--- config.mk ---
export PLATFORM = sky130hd
export DESIGN_NAME = lit_front
export DESIGN_NICKNAME = d
export VERILOG_FILES = /design/src/rtl/core/linear_interpolation_table_assert.svh /design/src/rtl/core/lit_pkg.sv /design/src/rtl/core/lit_front.sv
export SDC_FILE = /design/constraint.sdc
export NUM_CORES = 1
export LEC_CHECK = 0
export ABC_AREA = 0
export BUFFER_PORTS_ARGS = -buffer_cell sky130_fd_sc_hd__clkbuf_2
export CORE_MARGIN = 4
export CORE_UTILIZATION = 25
export CTS_BUF_LIST = sky130_fd_sc_hd__clkbuf_16
export CTS_CLUSTER_SIZE = 20
export DETAILED_ROUTE_END_ITERATION = 16
export SLEW_MARGIN = 20
export SYNTH_ARGS = -nofsm -noshare
export SYNTH_HDL_FRONTEND = slang
export SYNTH_SLANG_ARGS = --single-unit
--- constraint.sdc ---
create_clock -name clk -period 7.9 [get_ports clk]
set_clock_uncertainty 0.15 [all_clocks]
set_input_delay 0.395 -clock clk [delete_from_list [all_inputs] [get_ports clk]]
set_output_delay 0.395 -clock clk [all_outputs]
set_load 0.01 [all_outputs]
--- src/rtl/core/linear_interpolation_table_assert.svh ---
// Assertion macros shared by the interpolation table RTL.
// Depends on nothing; included by the top level.
`ifndef LINEAR_INTERPOLATION_TABLE_ASSERT_SVH
`define LINEAR_INTERPOLATION_TABLE_ASSERT_SVH

// The consequent must hold in the same cycle as the antecedent.
`define LIT_ASSERT_SAME(name, clk, rst_n, ante, cons) \
    name: assert property (@(posedge clk) disable iff (!rst_n) (ante) |-> (cons)) \
        else $error("interpolation table assertion failed");

// The consequent must hold in the cycle after the antecedent.
`define LIT_ASSERT_NEXT(name, clk, rst_n, ante, cons) \
    name: assert property (@(posedge clk) disable iff (!rst_n) (ante) |=> (cons)) \
        else $error("interpolation table assertion failed");

`endif

--- src/rtl/core/lit_pkg.sv ---
// Shared types, codes and helper functions for the interpolation table.
// Depends on nothing; used by every module of the block but lit_ram.
`timescale 1ns / 1ps

package lit_pkg;

    localparam logic OP_LOAD  = 1'b0;
    localparam logic OP_QUERY = 1'b1;

    localparam logic [1:0] CLAMP_NONE = 2'd0;
    localparam logic [1:0] CLAMP_LOW  = 2'd1;
    localparam logic [1:0] CLAMP_HIGH = 2'd2;

    // Dividend is the exact product of two 33-bit magnitudes.
    localparam int DIV_NUM_W = 65;
    localparam int DIV_DEN_W = 33;

    typedef struct packed {
        logic              op;
        logic [7:0]        entry_index;
        logic signed [31:0] entry_x;
        logic signed [31:0] entry_y;
        logic signed [31:0] query_x;
    } in_item_t;

    typedef struct packed {
        logic signed [31:0] interp_value;
        logic [1:0]         clamp_code;
    } out_item_t;

    typedef struct packed {
        logic     valid;
        in_item_t item;
    } link_t;

    function automatic logic [32:0] mag33(input logic signed [32:0] v);
        return v[32] ? 33'(-v) : 33'(v);
    endfunction

endpackage

--- src/rtl/core/lit_front.sv ---
// Front end: two-entry input queue that decouples accepting items from executing them.
// Depends on lit_pkg for the item and link types.
`timescale 1ns / 1ps

module lit_front (
    input  logic              clk,
    input  logic              rst_n,
    input  logic              push,
    output logic              full,
    input  lit_pkg::in_item_t item,
    output lit_pkg::link_t    link,
    input  logic              take
);

    lit_pkg::in_item_t slot_reg [2];
    logic [1:0] count_reg, count_next;
    logic       wr_ptr_reg, rd_ptr_reg;
    logic       push_ok, take_ok;

    assign full    = (count_reg == 2'd2);
    assign push_ok = push && !full;
    assign take_ok = take && (count_reg != 2'd0);

    always_comb
    begin
        count_next = count_reg;
        case ({push_ok, take_ok})
            2'b10:   count_next = count_reg + 2'd1;
            2'b01:   count_next = count_reg - 2'd1;
            default: count_next = count_reg;
        endcase
    end

    always_ff @(posedge clk or negedge rst_n)
    begin
        if (!rst_n)
        begin
            count_reg  <= '0;
            wr_ptr_reg <= 1'b0;
            rd_ptr_reg <= 1'b0;
        end
        else
        begin
            count_reg <= count_next;
            if (push_ok)
            begin
                wr_ptr_reg <= !wr_ptr_reg;
            end
            if (take_ok)
            begin
                rd_ptr_reg <= !rd_ptr_reg;
            end
        end
    end

    always_ff @(posedge clk)
    begin
        if (push_ok)
        begin
            slot_reg[wr_ptr_reg] <= item;
        end
    end

    assign link.valid = (count_reg != 2'd0);
    assign link.item  = slot_reg[rd_ptr_reg];

endmodule

# Yosys cells after proc, flatten, opt, wreduce, memory -nomap -nowiden
# Memory sizes are Yosys's and may differ from the RTL's.
# Index checks and enable logic that the tools add are counted.
# totals
latchBits	0
mem_count	1
out_inout_bits	107
ram_bits	210
regBits	4
elab_cells	19
rom_bits	0
# op_classes
n_eq_ne	3
shift	0
mux	3
n_bitwise	0
n_mul	0
div	0
addsub	2
order_cmp	0
n_reduce_logical	7
# mem_list
name	words	word_bits	rd	rd_clocked_by_memory_dff	write_ports	line	source
slot_reg	2	105	1	0	1	lit_front.sv:15	lit_pkg::in_item_t slot_reg [2];
# op_table
operator	n
2-bit == test (second input constant)	2
2-bit one-hot mux with 2 select lines	1
2-bit nonzero test	2
1-bit zero test	3
2-bit by 1-bit adder with 2-bit output (second input constant)	1
2-bit by 1-bit == test with 1-bit output (second input constant)	1
1-bit logical AND	2
1-bit two-way mux	2
2-bit by 1-bit subtractor with 2-bit output (second input constant)	1

# Longest topological paths before layout
# logic_depth
depth_word	5
mapped_depth	6
mapped_depth_nobuf	6

# Least setup slack after synthesis
# No wires, ideal clock.
# synth_path
path_type	register -> register
from	reg count_reg[0]
to	mem slot_reg[0][0] in the netlist's numbering, enable pin
path_buffers	0
path_slack_ns	2.182
t_required_ns	7.180
path_stages_with_launch	4
arrival_ns	4.998
path_cell_list	dfrtp_1 > nand2b_1 > nand2_1 > nor2_1
# synth_between
elab_chain_len	5
# synth_rtl
element	line	source
start: declaration	lit_front.sv:16	logic [1:0] count_reg, count_next;
start signal: assignment	lit_front.sv:44	count_reg <= count_next;
2-bit == test	lit_front.sv:20	assign full = (count_reg == 2'd2);
1-bit zero test	lit_front.sv:21	assign push_ok = push && !full;
1-bit logical AND	lit_front.sv:21	
1-bit two-way mux	lit_front.sv:58	if (push_ok)
1-bit two-way mux (implied by the code)	lit_front.sv:60	slot_reg[wr_ptr_reg] <= item;
end: declaration	lit_front.sv:15	
# Every way passes these cells.

==> flow_metrics.env <==
export IMPL_tritoncts="done"
export IMPL_power_leakage_nw=4.370
export IMPL_cts_max_path_buffers=3
export IMPL_drc=0
export IMPL_dpl_worst_slack_ns=4.856
export IMPL_portBuffers=215
export IMPL_rows=64
export IMPL_cts_sinks=214
export IMPL_wl_per_cell_um=16.06
export IMPL_crit_type="flop to output pin"
export IMPL_rsz0062_at_grt="false"
export IMPL_final_max_slew_viol_count=0
export IMPL_post_cts_setup_buffers=0
export IMPL_grt_pass1_wl_mm=26.45
export IMPL_root_buffer="clkbuf_16"
export IMPL_clk_latency_ns=0.51
export IMPL_setup_ws_ns=4.423
export IMPL_reg2reg_depth=3
export IMPL_htree_num_levels=1
export IMPL_routed_via_density=4.019
export IMPL_min_path_type="input pin to asynchronous set/reset pin"
export IMPL_yosysTopAreaCell="edfxtp_1"
export IMPL_syn_avg_cell_area_um2=22.99
export IMPL_path_clk_slew_ns=0.06
export IMPL_start_kind="flop"
export IMPL_endpoint_kind="output pin"
export IMPL_dr_pass1_iters=4
export IMPL_ys_warn_count=0
export IMPL_grt_use_total_pct=9.727
export IMPL_grt_pass1_vias=4880
export IMPL_worstPathRequired_ns=7.36
export IMPL_maxCapViolations=0
export IMPL_synthCells=345
export IMPL_ios=216
export IMPL_grt_ovfl_total=0
export IMPL_dieArea_um2=34640
export IMPL_ys_ff_latch=214
export IMPL_p_per_area_nw_per_um2=340.9
export IMPL_grt_max_degree=65
export IMPL_rr_endpoint="slot_reg[1][24]"
export IMPL_drtIter0Drc=142
export IMPL_antenna_found_initial=1
export IMPL_worst_pin_slew_ns=0.9355
export IMPL_synthTopCellsByArea="edfxtp_1, mux2_2, mux2_4"
export IMPL_hpwl_mm=10.67
export IMPL_start_util_pct=25.66
export IMPL_period_needed_ns=3.478
export IMPL_wirelength_mm=17.62
export IMPL_synth_seq_area_share_pct=80.76
export IMPL_totalPowerFinal_mw=3.834
export IMPL_finalHoldViolations=0
export IMPL_yosysTopAreaCellShare_pct=79.50
export IMPL_maxSlewHeadroom_pct=37.63
export IMPL_cts_buffers=24
export IMPL_r2r_start="count_reg[0]"
export IMPL_largest_register_ffs=210
export IMPL_final_nets=794
export IMPL_outcome="completed"
export IMPL_fp_dieW_um=186.1
export IMPL_die_y_um=186.1
export IMPL_setup_viol=0
export IMPL_tns_ns=0
export IMPL_synthDistinctLibCells=16
export IMPL_area_growth_pct=41.77
export IMPL_core_um2=30910
export IMPL_crit_arrival_ns=2.93
export IMPL_syn_area_um2=7933
export IMPL_crit_path_max_fanout=55
export IMPL_drtAntennaViolNets=0
export IMPL_synth_nets=455
export IMPL_clock_fmax_ghz=0.2876
export IMPL_num_vias=4409
export IMPL_ir_drop_uv=362.9
export IMPL_cts_hold_buf=106
export IMPL_finalCritPeriodShare_pct=44.02
export IMPL_gp_congestion=0.6948
export IMPL_post_cts_resized=0
export IMPL_drive_above_1_share_pct=51.43
export IMPL_r2r_slack_ns=5.23
-- cell usage after synthesis (all sizes together) --
| library cell | n |
|---|---|
| nor2 | 2 |
| nand2b | 1 |
| and3 | 1 |
| buf | 12 |
| edfxtp | 210 |
| xnor2 | 3 |
| nand2 | 1 |
| or2 | 1 |
| dfrtp | 4 |
| and2 | 1 |
| ha | 1 |
| inv | 1 |
| mux2 | 105 |
| xor2 | 2 |
-- kinds of logic (layout without fill, tap and decap cells) --
kind of cell,after synthesis,count (layout),synth area share [%]
XOR/XNOR,5,5,0.5522
adder cells (fa/ha/maj),1,1,0.1577
buffers and inverters,13,368,1.278
flip-flops,214,214,80.76
multiplexers,105,105,16.80
other,0,1,0
AND/OR/NAND/NOR,7,7,0.4576
-- through the flow --
stage	area, um2	std cells	utilization (%)	hold WS, ns
finish	11250	1097	36.38	0.08367
global route	11250	1097	36.38	0.06955
CTS	11240	1096	36.37	0.03581
detailed placement	9453	948	30.58	0.06276
global placement	9453	948	30.58	0.06103
floorplan	7933	345	-	-0.05059
-- where the power goes --
part           leakage [nW]  internal, mW  switching (mW)
registers              2.00          1.56           0.131
logic                  1.99         0.554           0.565
clock network         0.384         0.600           0.427
-- critical path, cell delays in order, from the launching register on --
cell,delay (ns)
dfrtp_4,1.04
buf_4,0.78
mux2_2,0.42
clkbuf_2,0.13
-- worst max path at each step --
stage | slack, ns | depth (start not counted) | to | from
finish | 4.42 | 3 | link[28] | rd_ptr_reg
global route | 4.21 | 3 | link[99] | rd_ptr_reg
CTS | 4.29 | 3 | link[104] | rd_ptr_reg
detailed placement | 4.86 | 3 | link[90] | rd_ptr_reg
global placement | 4.86 | 3 | link[97] | rd_ptr_reg
floorplan | 2.18 | 3 | slot_reg[0][0] | count_reg[0]
-- cell type report --
| cell class | instances | area, um2 |
|---|---|---|
| Tap cell | 396 | 495.5 |
| Timing Repair Buffer | 325 | 2167 |
| Inverter | 1 | 3.754 |
| Clock inverter | 17 | 103.9 |
| Multi-Input combinational cell | 118 | 1438 |
| Sequential cell | 214 | 6410 |
| Antenna cell | 1 | 2.502 |
| Clock buffer | 25 | 625.6 |
| Fill cell | 2905 | 19660 |
-- placed cells by master, fill, tap and decap left out, types with 4 or more instances in the layout --
| master | count |
|---|---|
| mux2_4 | 40 |
| dlygate4sd3_1 | 106 |
| buf_4 | 4 |
| clkbuf_16 | 25 |
| mux2_2 | 65 |
| clkinv_2 | 4 |
| inv_1 | 8 |
| edfxtp_1 | 210 |
| clkbuf_2 | 215 |
-- metal layers --
layer / part of all wire (%) / global-route usage, % / wire length, um / vias up
met5: 0 / 0 / 0 / -
met4: 2.7 / 3.206 / 481 / 0
met2: 48 / 16.41 / 8399 / 167
met3: 7.5 / 2.762 / 1325 / 38
li1: - / - / - / 2047
met1: 42 / 12.13 / 7412 / 2157
No activity file was read; power rests on OpenSTA's default activity.
